--- src/sv/nta_pkg.sv ---
package nta_pkg;

  typedef enum logic [1:0] {
    ModeAddNs   = 2'd0,
    ModeDiff    = 2'd1,
    ModeToStamp = 2'd2,
    ModeToTime  = 2'd3
  } mode_t;

  typedef enum logic [1:0] {
    CfgBaseUnixSec  = 2'd0,
    CfgBaseMicrosec = 2'd1,
    CfgBaseMonoNs   = 2'd2
  } cfg_idx_t;

  localparam logic [29:0] NsPerSec    = 30'd1000000000;
  localparam logic [9:0]  NsPerUs     = 10'd1000;
  localparam logic [32:0] EpochOffset = 33'd2208988800;
  // floor(2^48 / 1e9), quotient estimate for one 16-bit digit
  localparam logic [18:0] RecipNs     = 19'd281474;

  // item state through the divide chain
  typedef struct packed {
    logic [63:0] n;         // dividend digits still to go, msb first
    logic [29:0] rem;       // running remainder
    logic [63:0] quo;       // last four quotient digits
    logic [31:0] sec_base;  // seconds added to the quotient
    logic [63:0] diff;      // result of the difference modes
    logic        use_div;
    logic        err;
  } nta_div_t;

endpackage

--- src/sv/nta_div_step.sv ---
module nta_div_step (
  input  logic             clk,
  input  logic             rst_n,
  input  logic             en,
  input  logic             in_valid,
  input  nta_pkg::nta_div_t in_data,
  output logic             out_valid,
  output nta_pkg::nta_div_t out_data
);
  import nta_pkg::*;

  logic [45:0] x;
  logic [48:0] est_prod;
  logic        valid_a_r;
  logic [45:0] x_a_r;
  logic [15:0] qe_a_r;
  nta_div_t    data_a_r;
  logic [45:0] back_prod;
  logic [45:0] r_raw;
  logic        fix;
  logic [29:0] rem_nxt;
  logic [15:0] q_nxt;
  nta_div_t    out_nxt;
  logic        out_valid_r;
  nta_div_t    out_data_r;

  // estimate is low by at most one
  assign x        = {in_data.rem, in_data.n[63:48]};
  assign est_prod = 49'(x[45:16]) * 49'(RecipNs);

  always_ff @(posedge clk) begin
    if (!rst_n) begin
      valid_a_r <= 1'b0;
    end else if (en) begin
      valid_a_r <= in_valid;
    end
  end

  always_ff @(posedge clk) begin
    if (en) begin
      x_a_r    <= x;
      qe_a_r   <= est_prod[47:32];
      data_a_r <= in_data;
    end
  end

  assign back_prod = 46'(qe_a_r) * 46'(NsPerSec);
  assign r_raw     = x_a_r - back_prod;
  assign fix       = r_raw[30:0] >= 31'(NsPerSec);
  assign rem_nxt   = fix ? 30'(r_raw[30:0] - 31'(NsPerSec)) : r_raw[29:0];
  assign q_nxt     = qe_a_r + 16'(fix);

  always_comb begin
    out_nxt     = data_a_r;
    out_nxt.n   = {data_a_r.n[47:0], 16'd0};
    out_nxt.rem = rem_nxt;
    out_nxt.quo = {data_a_r.quo[47:0], q_nxt};
  end

  always_ff @(posedge clk) begin
    if (!rst_n) begin
      out_valid_r <= 1'b0;
    end else if (en) begin
      out_valid_r <= valid_a_r;
    end
  end

  always_ff @(posedge clk) begin
    if (en) begin
      out_data_r <= out_nxt;
    end
  end

  assign out_valid = out_valid_r;
  assign out_data  = out_data_r;

endmodule

--- config.mk ---
export PLATFORM = sky130hd
export DESIGN_NAME = nta_div_step
export DESIGN_NICKNAME = d
export VERILOG_FILES = /design/src/sv/nta_pkg.sv /design/src/sv/nta_div_step.sv
export SDC_FILE = /design/constraint.sdc
export NUM_CORES = 1
export LEC_CHECK = 0
export BUFFER_PORTS_ARGS = -buffer_cell sky130_fd_sc_hd__buf_2
export CORE_MARGIN = 5
export CORE_UTILIZATION = 56
export CTS_CLUSTER_SIZE = 8
export DETAILED_ROUTE_END_ITERATION = 6
export HOLD_SLACK_MARGIN = 0.1
export PLACE_DENSITY = 0.77
export SYNTH_ARGS = -nofsm -noshare
export SYNTH_HDL_FRONTEND = slang
export SYNTH_SLANG_ARGS = --single-unit
--- constraint.sdc ---
create_clock -name clk -period 9.1 [get_ports clk]
set_input_delay 1.365 -clock clk [delete_from_list [all_inputs] [get_ports clk]]
set_output_delay 1.365 -clock clk [all_outputs]
set_load 0.05 [all_outputs]
# [After elaboration in Yosys (flattened, before gate mapping)]
# Cells that the tools add are included.
[op_classes] n_addsub=3 mul=2 n_lt_le_gt_ge=1 n_mux=1
[op_table] op="multiplier 30 x 18 -> 47 bit (second input constant)" n=1
[op_table] op="greater-or-equal comparator 31 x 30 -> 1 bit (second input constant)" n=1
[op_table] op="subtractor 31 bit" n=1
[op_table] op="two-way mux 30 bit" n=1
[op_table] op="subtractor 30 bit (second input constant)" n=1
[op_table] op="multiplier 16 x 21 -> 22 bit (second input constant)" n=1
[op_table] op="adder 16 x 1 -> 16 bit" n=1
[word_totals] reg_bits=483 in_bits=260 out_inout_bits=257 wordCells=24

# [Depth between registers and ports, before layout]
# Gate-level depths: netlist of the first run.
[depth] ltp_word=4 ltp_mapped=40 ltp_nobuf=38

# [Worst setup path before layout of the first run]
# Ideal clock, no wire load.
[synth_timing] path_type="reg2reg" start="register qe_a_r[5]" end="register out_data_r, in the netlist out_data[112], data pin" setup_ns=0.262 arrival_time_ns=7.889 required_ns=8.838 path_slack_ns=0.950 path_stages_with_launch=37 n_path_buf=3 synth_period_minus_slack_ns=8.150 cell_sequence="edfxtp_1 > inv_1 > ha_1 > xnor2_1 > ha_1 > fa_1 > inv_1 > fa_1 > inv_1 > fa_1 > inv_1 > fa_1 > inv_1 > ha_1 > and3_1 > a211oi_1 > xor2_1 > ha_1 > and3_1 > and3_1 > a22oi_1 > a21boi_1 > or3b_1 > clkbuf_1 > a2111oi_2 > nor3b_2 > a211oi_2 > buf_4 > buf_6 > inv_1 > ha_1 > ha_1 > nand2_1 > nor2_1 > and3_1 > nand4_1 > xnor2_1"
[synth_via] elab_chain_cells=4
[synth_rtl] item="from (decl)" line_no="nta_div_step.sv:16" text="logic [15:0] qe_a_r;"
[synth_rtl] item="from (signal assigned)" line_no="nta_div_step.sv:42" text="qe_a_r <= est_prod[47:32];"
[synth_rtl] item="multiplier 16 x 21 -> 22 bit" line_no="nta_div_step.sv:47" text="assign back_prod = 46'(qe_a_r) * 46'(NsPerSec);"
[synth_rtl] item="subtractor 31 bit" line_no="nta_div_step.sv:48" text="assign r_raw = x_a_r - back_prod;"
[synth_rtl] item="greater-or-equal comparator 31 x 30 -> 1 bit" line_no="nta_div_step.sv:49" text="assign fix = r_raw[30:0] >= 31'(NsPerSec);"
[synth_rtl] item="adder 16 x 1 -> 16 bit *" line_no="nta_div_step.sv:51" text="assign q_nxt = qe_a_r + 16'(fix);"
[synth_rtl] item="net q_nxt[14]" line_no="nta_div_step.sv:22" text="logic [15:0] q_nxt;"
[synth_rtl] item="to (signal assigned)" line_no="nta_div_step.sv:70" text="out_data_r <= out_nxt;"
[synth_rtl] item="to (decl)" line_no="nta_div_step.sv:25" text="nta_div_t out_data_r;"
# Mark *: on every way through the listed nets, which the timed path passes. The rest lies on a longest branch.
# A chain may end at the register's enable or synchronous reset.

# [Worst setup path after layout of the first run]
# Ends and elaborated chain as after synthesis.

==> results of run 1 <==
[critical path: cells and delay by family (launching register included)]
family                   cells  cell delay, ns
AO/OA/AOI/OAI                8            1.65
buffers and inverters        6            0.45
XOR/XNOR                     3            0.49
adder cells (fa/ha/maj)     10            3.80
flip-flops                   1            0.43
AND/OR/NAND/NOR              8            1.43
[worst max-delay path by stage]
stage                        startpoint                      end  slack (ns)
floorplan           qe_a_r[5]$_DFFE_PP_  out_data[112]$_DFFE_PP_        0.95
global placement    qe_a_r[5]$_DFFE_PP_  out_data[113]$_DFFE_PP_        0.53
detailed placement  qe_a_r[5]$_DFFE_PP_  out_data[113]$_DFFE_PP_        0.39
CTS                 qe_a_r[5]$_DFFE_PP_  out_data[113]$_DFFE_PP_        0.35
global route        qe_a_r[5]$_DFFE_PP_  out_data[113]$_DFFE_PP_        0.01
finish              qe_a_r[5]$_DFFE_PP_  out_data[112]$_DFFE_PP_        0.56
[final cells by class]
| class | count | area [µm²] | area share (%) |
|---|---|---|---|
| clock buffer | 87 | 1820 | 5.73 |
| timing repair buffer | 496 | 2530 | 8.00 |
| antenna | 17 | 42.5 | 0.134 |
| tap | 607 | 759 | 2.40 |
| inverter | 273 | 1020 | 3.23 |
| sequential | 483 | 14500 | 45.7 |
| multi-input combinational | 987 | 11000 | 34.6 |
| clock inverter | 6 | 63.8 | 0.201 |
[synthesized netlist by cell type, drive strengths merged (14+ instances only)]
cell    instances
inv           273
edfxtp        481
nand2          30
buf            19
a21oi          49
nor2           37
o21ai          27
nand3          19
a21o           25
ha            314
nor3           27
a211oi         14
fa            188
xnor2          57
and3           14
xor2           34
[registers in the layout, indices dropped and copies added, names as in the netlist]
signal / cells
out_valid: 1
valid_a_r: 1
out_data: 240
data_a_r: 194
x_a_r: 31
qe_a_r: 16
[metrics by stage]
stage / utilization [%] / cells
after floorplan: - / 1763
after global routing: 67.9 / 2953
final: 67.9 / 2956
after detailed placement: 63.7 / 2846
after CTS: 67.7 / 2939
after global placement: 63.7 / 2846
[cell families (layout without fill, tap and decap cells)]
| kind of cell | after synthesis | after routing |
|---|---|---|
| XOR/XNOR | 91 | 91 |
| flip-flops | 483 | 483 |
| AND/OR/NAND/NOR | 184 | 184 |
| adder cells (fa/ha/maj) | 502 | 502 |
| AO/OA/AOI/OAI | 190 | 190 |
| other | 1 | 33 |
| multiplexers | 4 | 4 |
| buffers and inverters | 293 | 862 |
[layer usage]
layer / global-route usage (%) / share of wire, % / vias up
met5: 0 / 0.12 / -
met3: 6.86 / 7.6 / 139
met1: 29.3 / 38 / 7964
met4: 10.5 / 4.1 / 14
li1: - / - / 7322
met2: 40.4 / 50 / 575
==> flow_summary.yaml, run 1 <==
synth:
  syn_inst: 1748
  yosysSeqAreaShare_pct: 54.6
  synth_top_family_by_area: "adder cells"
  synth_xor_area_share_pct: 3.01
  yosys.area_share.simple_pct: 3.62
  synth_edf_count: 481
  yosys_warnings: 0
  synth-seq-cells: 483
  synthFlopType: "edfxtp_1"
  async_reset_ff_share_pct: 0
  synth_top_area_share_pct: 54.5
  avgSynthCellArea_um2: 15.2
  synthAdderAreaFrac_pct: 29.0
  synth_compound_area_share_pct: 5.14
  synth_area_leader_cell: "edfxtp_1"
  yosys-mux-area-fraction_pct: 0.151
  syn_area_um2: 26500
  ys_types: 77
  ys_top_cells_by_area: "edfxtp_1 54%, ha_1 15%, fa_1 14%"
drt:
  num_vias: 16000
  detail-route-antenna-nets: 0
  wirelength_mm: 64.3
  viasPerCell: 5.42
  drt-initial-drc-count: 886
  avgRoutedWirePerCell_um: 21.8
  dr.pass1.iters: 5
  drcViolationCount: 0
sta:
  fin_hold_ws_ns: 0.411
  period_minus_slack_ns: 8.54
  fin_ws_ns: 0.559
  setup_viol: 0
  worstMarginPinSlew_ns: 1.05
  final.setup.tns_ns: 0
  skew_ns: 0.0293
  hold_viol: 0
  max-slew-margin-rel_pct: 29.7
  fin_crit_sh_pct: 93.9
  slew_violations: 0
  max_freq_mhz: 117
  rsz0062_at_grt: "false"
cts:
  cts_made_buffers: 70
  holdBufCountCts: 0
  clk_latency_ns: 0.58
  clockRootBuffer: "clkbuf_16"
  post_cts_buffers: 0
  cts.sinks: 483
  cts_resized: 0
  cts_tree: "done"
  h-tree-depth: 3
  cts.reportedPaths.clkPinSlew_ns: 0.05
  clk_path_buf_depth: 3
worst_setup_path:
  worstReg2RegStart: "qe_a_r[5]$_DFFE_PP_"
  worstPathArrival_ns: 8.84
  cp_max_fo: 6
  start_kind: "register"
  crit_path_top_delay_cell: "fa_1"
  worst-r2r-cell-count: 35
  worst-setup-path-type: "reg -> reg"
  reg2reg_slack_ns: 0.56
  critical-path-max-stage-delay_ns: 0.53
  regToRegEndpoint: "out_data[112]$_DFFE_PP_"
  cp.required_ns: 9.40
  end_kind: "register"
worst_hold_path:
  min_to: "out_data[229]$_DFFE_PP_"
  hold_class: "reg -> reg"
  worstHoldStart: "data_a_r[213]$_DFFE_PP_"
  holdPathStages: 0
floorplanning:
  pin_count: 517
  rows: 79
  start_util_pct: 56.8
  core_um2: 46700
  die_h_um: 228
  die_width_um: 228
  dieArea_um2: 51800
grt:
  grt_pass1_wl_mm: 94.2
  overflow: 0
  first_global_vias: 16600
  grt_use_total_pct: 24.1
  antenna_found_initial: 22
  grt_max_degree: 176
finish:
  layout_commonest_cell: "buf_2"
  mostFrequentLayoutCells: "483 x buf_2, 481 x edfxtp_1, 314 x ha_1"
  syn2layout_area_growth_pct: 19.5
  drive_gt1_share_pct: 25.6
  fillers: 3206
  nets: 3073
  design_area_um2: 31700
outcome:
  status: "complete, no violations"
place:
  dpl_cell_area_um2: 29700
  dp_worst_setup_slack_ns: 0.395
  place_congestion: 0.902
  port_buffers: 484
  dp_hpwl_mm: 49.2
flow_run:
  drv_cap: 0
Power of run 1 is left out: the tool's default activity adds up to more than one toggle a clock period on the data nets, which glitch-free logic cannot reach.
==> run 2: changes to the inputs <==
- CORE_UTILIZATION: 56 -> 50
- PLACE_DENSITY: 0.77 -> 0.79
==> flow_summary.yaml, run 2 (same netlist as run 1, synthesis figures left out) <==
cts:
  clockRootBuffer: "clkbuf_16"
  cts_tree: "done"
  clk_latency_ns: 0.59
  cts.sinks: 483
  h-tree-depth: 3
  cts.reportedPaths.clkPinSlew_ns: 0.06
  cts_made_buffers: 70
  clk_path_buf_depth: 3
  holdBufCountCts: 0
floorplanning:
  pin_count: 517
  start_util_pct: 50.5
  die_h_um: 240
  rows: 84
  dieArea_um2: 57700
  die_width_um: 240
  core_um2: 52600
sta:
  slew_violations: 0
  skew_ns: 0.0305
  fin_crit_sh_pct: 94.2
  setup_viol: 0
  worstMarginPinSlew_ns: 1.16
  hold_viol: 0
  max-slew-margin-rel_pct: 22.8
  final.setup.tns_ns: 0
  fin_hold_ws_ns: 0.403
  period_minus_slack_ns: 8.57
  max_freq_mhz: 117
place:
  port_buffers: 484
  dp_hpwl_mm: 50.8
  place_congestion: 0.915
drt:
  drt-initial-drc-count: 912
  num_vias: 16100
  avgRoutedWirePerCell_um: 21.7
  wirelength_mm: 66.0
  dr.pass1.iters: 5
  viasPerCell: 5.29
  drcViolationCount: 0
  detail-route-antenna-nets: 0
flow_run:
  drv_cap: 0
grt:
  grt_max_degree: 176
  overflow: 0
  first_global_vias: 16900
  antenna_found_initial: 13
  grt_use_total_pct: 22.4
  grt_pass1_wl_mm: 98.3
worst_setup_path:
  crit_path_top_delay_cell: "fa_1"
  end_kind: "register"
  worstPathArrival_ns: 8.88
  cp.required_ns: 9.41
  cp_max_fo: 6
  critical-path-max-stage-delay_ns: 0.53
  start_kind: "register"
  worst-setup-path-type: "reg -> reg"
finish:
  mostFrequentLayoutCells: "483 x buf_2, 481 x edfxtp_1, 314 x ha_1"
  largest_reg_flops: 240
  layout_commonest_cell: "buf_2"
  fillers: 3880
  drive_gt1_share_pct: 25.6
  syn2layout_area_growth_pct: 20.1
  nets: 3072
worst_hold_path:
  hold_class: "reg -> reg"
outcome:
  status: "complete, no violations"
run 2: per-stage QoR:
stage	setup WS (ns)	util, %	area [µm²]	std cells
after global routing	-0.00684	60.5	31800	3026
after global placement	0.359	56.7	29800	2924
after CTS	0.153	60.4	31800	3022
after floorplan	0.950	-	26600	1763
final	0.530	60.6	31800	3035
after detailed placement	0.198	56.7	29800	2924
run 2: worst paths after layout:
kind                                               from                      end  slack (ns)  cells past startpoint
worst max-delay path                qe_a_r[5]$_DFFE_PP_  out_data[113]$_DFFE_PP_        0.53                     36
worst min register to register  data_a_r[136]$_DFFE_PP_  out_data[152]$_DFFE_PP_        0.40                      0
worst min-delay path            data_a_r[136]$_DFFE_PP_  out_data[152]$_DFFE_PP_        0.40                      0
worst max register to register      qe_a_r[5]$_DFFE_PP_  out_data[113]$_DFFE_PP_        0.53                     36
run 2: critical path: cells and delay by family, from the launching register on:
kind            cells  cell delay, ns
xor+xnor            3            0.49
fa+ha+maj           9            3.46
flops               1            0.42
buf+inv             6            0.48
simple gates       10            1.67
compound gates      8            1.77
run 2: final cells by class:
type | instances | area, µm² | share of cell area (%)
antenna | 11 | 27.5 | 0.0865
clock buffer | 92 | 1880 | 5.90
clock inverter | 6 | 87.6 | 0.275
inverter | 273 | 1020 | 3.22
multi-input combinational | 987 | 10900 | 34.4
sequential | 483 | 14500 | 45.5
tap | 688 | 861 | 2.70
timing repair buffer | 495 | 2530 | 7.94
run 2: metal layers:
layer	vias up	part of all wire [%]	GRT usage [%]	wire length, µm
met5	-	0.097	0	64
met2	553	51	39.4	33700
met1	8065	37	26.9	24700
met3	122	7.3	5.06	4850
met4	10	4.1	8.87	2690
li1	7310	-	-	-
run 2: what timing repair did:
item,4_1_cts,5_1_grt
setup buffers,0,2
endpoints found under the setup margin,0,8
gates resized for setup,0,6
Power of run 2 is left out for the same reason.
==> run 3: changes to the inputs <==
- PLACE_DENSITY: 0.79 -> 0.82
- clock period: 9.1 -> 7 ns (I/O delays scaled with it)
==> flow_summary.yaml, run 3 (same netlist as run 1, synthesis figures left out) <==
outcome:
  status: "finished, violations left"
  violations: "setup timing"
worst_setup_path:
  crit_path_top_delay_cell: "edfxtp_1"
  worst-r2r-cell-count: 32
  start_kind: "register"
  cp_max_fo: 6
  reg2reg_slack_ns: -0.60
  crit_top_cell: "fa_1"
  worst-setup-path-type: "reg -> reg"
  worstPathArrival_ns: 7.93
  critical-path-max-stage-delay_ns: 0.56
  end_kind: "register"
  worstReg2RegStart: "qe_a_r[4]$_DFFE_PP_"
  regToRegEndpoint: "out_data[112]$_DFFE_PP_"
  cp.required_ns: 7.34
finish:
  nets: 3246
  mostFrequentLayoutCells: "483 x buf_2, 481 x edfxtp_1, 298 x ha_1"
  post-route-util_pct: 63.8
  syn2layout_area_growth_pct: 26.4
  layout_commonest_cell: "buf_2"
  largest_reg_flops: 240
  fillers: 3773
  drive_gt1_share_pct: 33.2
drt:
  wirelength_mm: 68.9
  num_vias: 16700
  detail-route-antenna-nets: 0
  dr.pass1.iters: 5
  avgRoutedWirePerCell_um: 21.6
  viasPerCell: 5.24
  drt-initial-drc-count: 948
  drcViolationCount: 0
cts:
  clk_path_buf_depth: 3
  cts_made_buffers: 70
  clockRootBuffer: "clkbuf_16"
  cts.reportedPaths.clkPinSlew_ns: 0.05
  clk_latency_ns: 0.59
  holdBufCountCts: 0
  h-tree-depth: 3
  cts_tree: "done"
  cts.sinks: 483
grt:
  grt_pass1_wl_mm: 101
  grt_use_total_pct: 23.2
  grt_max_degree: 201
  first_global_vias: 17600
  antenna_found_initial: 10
  overflow: 0
floorplanning:
  dieArea_um2: 57700
  rows: 84
  start_util_pct: 50.5
  pin_count: 517
  core_um2: 52600
  die_width_um: 240
  die_h_um: 240
worst_hold_path:
  hold_class: "reg -> reg"
  worstHoldStart: "data_a_r[41]$_DFFE_PP_"
  min_to: "out_data[41]$_DFFE_PP_"
  holdPathStages: 0
sta:
  max-slew-margin-rel_pct: 29.9
  fin_ws_ns: -0.596
  worstMarginPinSlew_ns: 1.05
  slew_violations: 0
  rsz0062_at_grt: "true"
  hold_viol: 0
  setup_viol: 35
  max_freq_mhz: 132
  fin_crit_sh_pct: 109
  skew_ns: 0.0215
  period_minus_slack_ns: 7.60
place:
  dp_hpwl_mm: 53.1
  port_buffers: 484
  place_congestion: 0.909
flow_run:
  drv_cap: 0
==> run 3: changes by cell type in the layout (fill, tap and decap cells not counted), moves of 4 or more <==
cell      delta
nand2_1      -6
a21oi_1      -4
clkbuf_1    -10
buf_6        +6
inv_1        -7
and3_4       +4
diode_2      -4
ha_1        -16
ha_4        +13
buf_4      +167
and3_1       -4
nor2_1       -4
a21oi_2      +4
inv_2        +6
==> run 3: repair_timing <==
| item | 4_1_cts | 5_1_grt |
|---|---|---|
| endpoints found under the hold margin | 0 | 0 |
| buffers inserted | 19 | 6 |
| gates resized for setup | 35 | 14 |
| pin swaps | 32 | 22 |
| cloned | 0 | 0 |
| setup endpoints to repair | 35 | 37 |
==> run 3: worst max-delay path, delay by kind of cell (launching register included) <==
kind            cells  cell delay (ns)
fa+ha+maj          10             3.40
flops               1             0.56
compound gates      4             0.99
buf+inv             6             0.59
simple gates        9             1.46
xor+xnor            3             0.32
==> run 3: metrics by stage <==
step / setup slack [ns] / TNS [ns] / cell area (µm²) / instances / hold slack [ns]
after global placement: -0.680 / -13.07 / 31100 / 3076 / 0.400
after detailed placement: -0.825 / -17.02 / 31100 / 3076 / 0.405
after floorplan: -0.560 / -5.15 / 26800 / 1763 / 0.400
after global routing: -0.847 / -20.03 / 33500 / 3189 / 0.408
final: -0.596 / -11.91 / 33500 / 3194 / 0.396
after CTS: -0.520 / -8.39 / 33400 / 3181 / 0.405
==> run 3: per-layer routing <==
metal / GRT usage (%) / up-vias / routed length, µm
met5: 0 / - / 30
met4: 10.1 / 4 / 3260
met3: 4.96 / 146 / 4860
met2: 40.9 / 622 / 35300
met1: 27.6 / 8304 / 25400
li1: - / 7656 / -
==> run 3: worst max path at each step <==
stage / startpoint / endpoint / cells past startpoint
global route: qe_a_r[4]$_DFFE_PP_ / out_data[112]$_DFFE_PP_ / 32
floorplan: qe_a_r[5]$_DFFE_PP_ / out_data[113]$_DFFE_PP_ / 38
global placement: qe_a_r[3]$_DFFE_PP_ / out_data[113]$_DFFE_PP_ / 36
finish: qe_a_r[4]$_DFFE_PP_ / out_data[112]$_DFFE_PP_ / 32
detailed placement: qe_a_r[3]$_DFFE_PP_ / out_data[113]$_DFFE_PP_ / 36
CTS: qe_a_r[6]$_DFFE_PP_ / out_data[113]$_DFFE_PP_ / 36
==> run 3: cell type report <==
cell class	instances	area, µm²	share of cell area [%]
diodes	7	17.5	0.0523
clock buffers	80	1790	5.34
clock inverters	7	130	0.388
inverters	273	1030	3.07
multi-input cells	987	11300	33.8
flip-flops and latches	483	14500	43.2
well taps	688	861	2.57
repair buffers	669	3870	11.5
Power of run 3 is left out for the same reason.
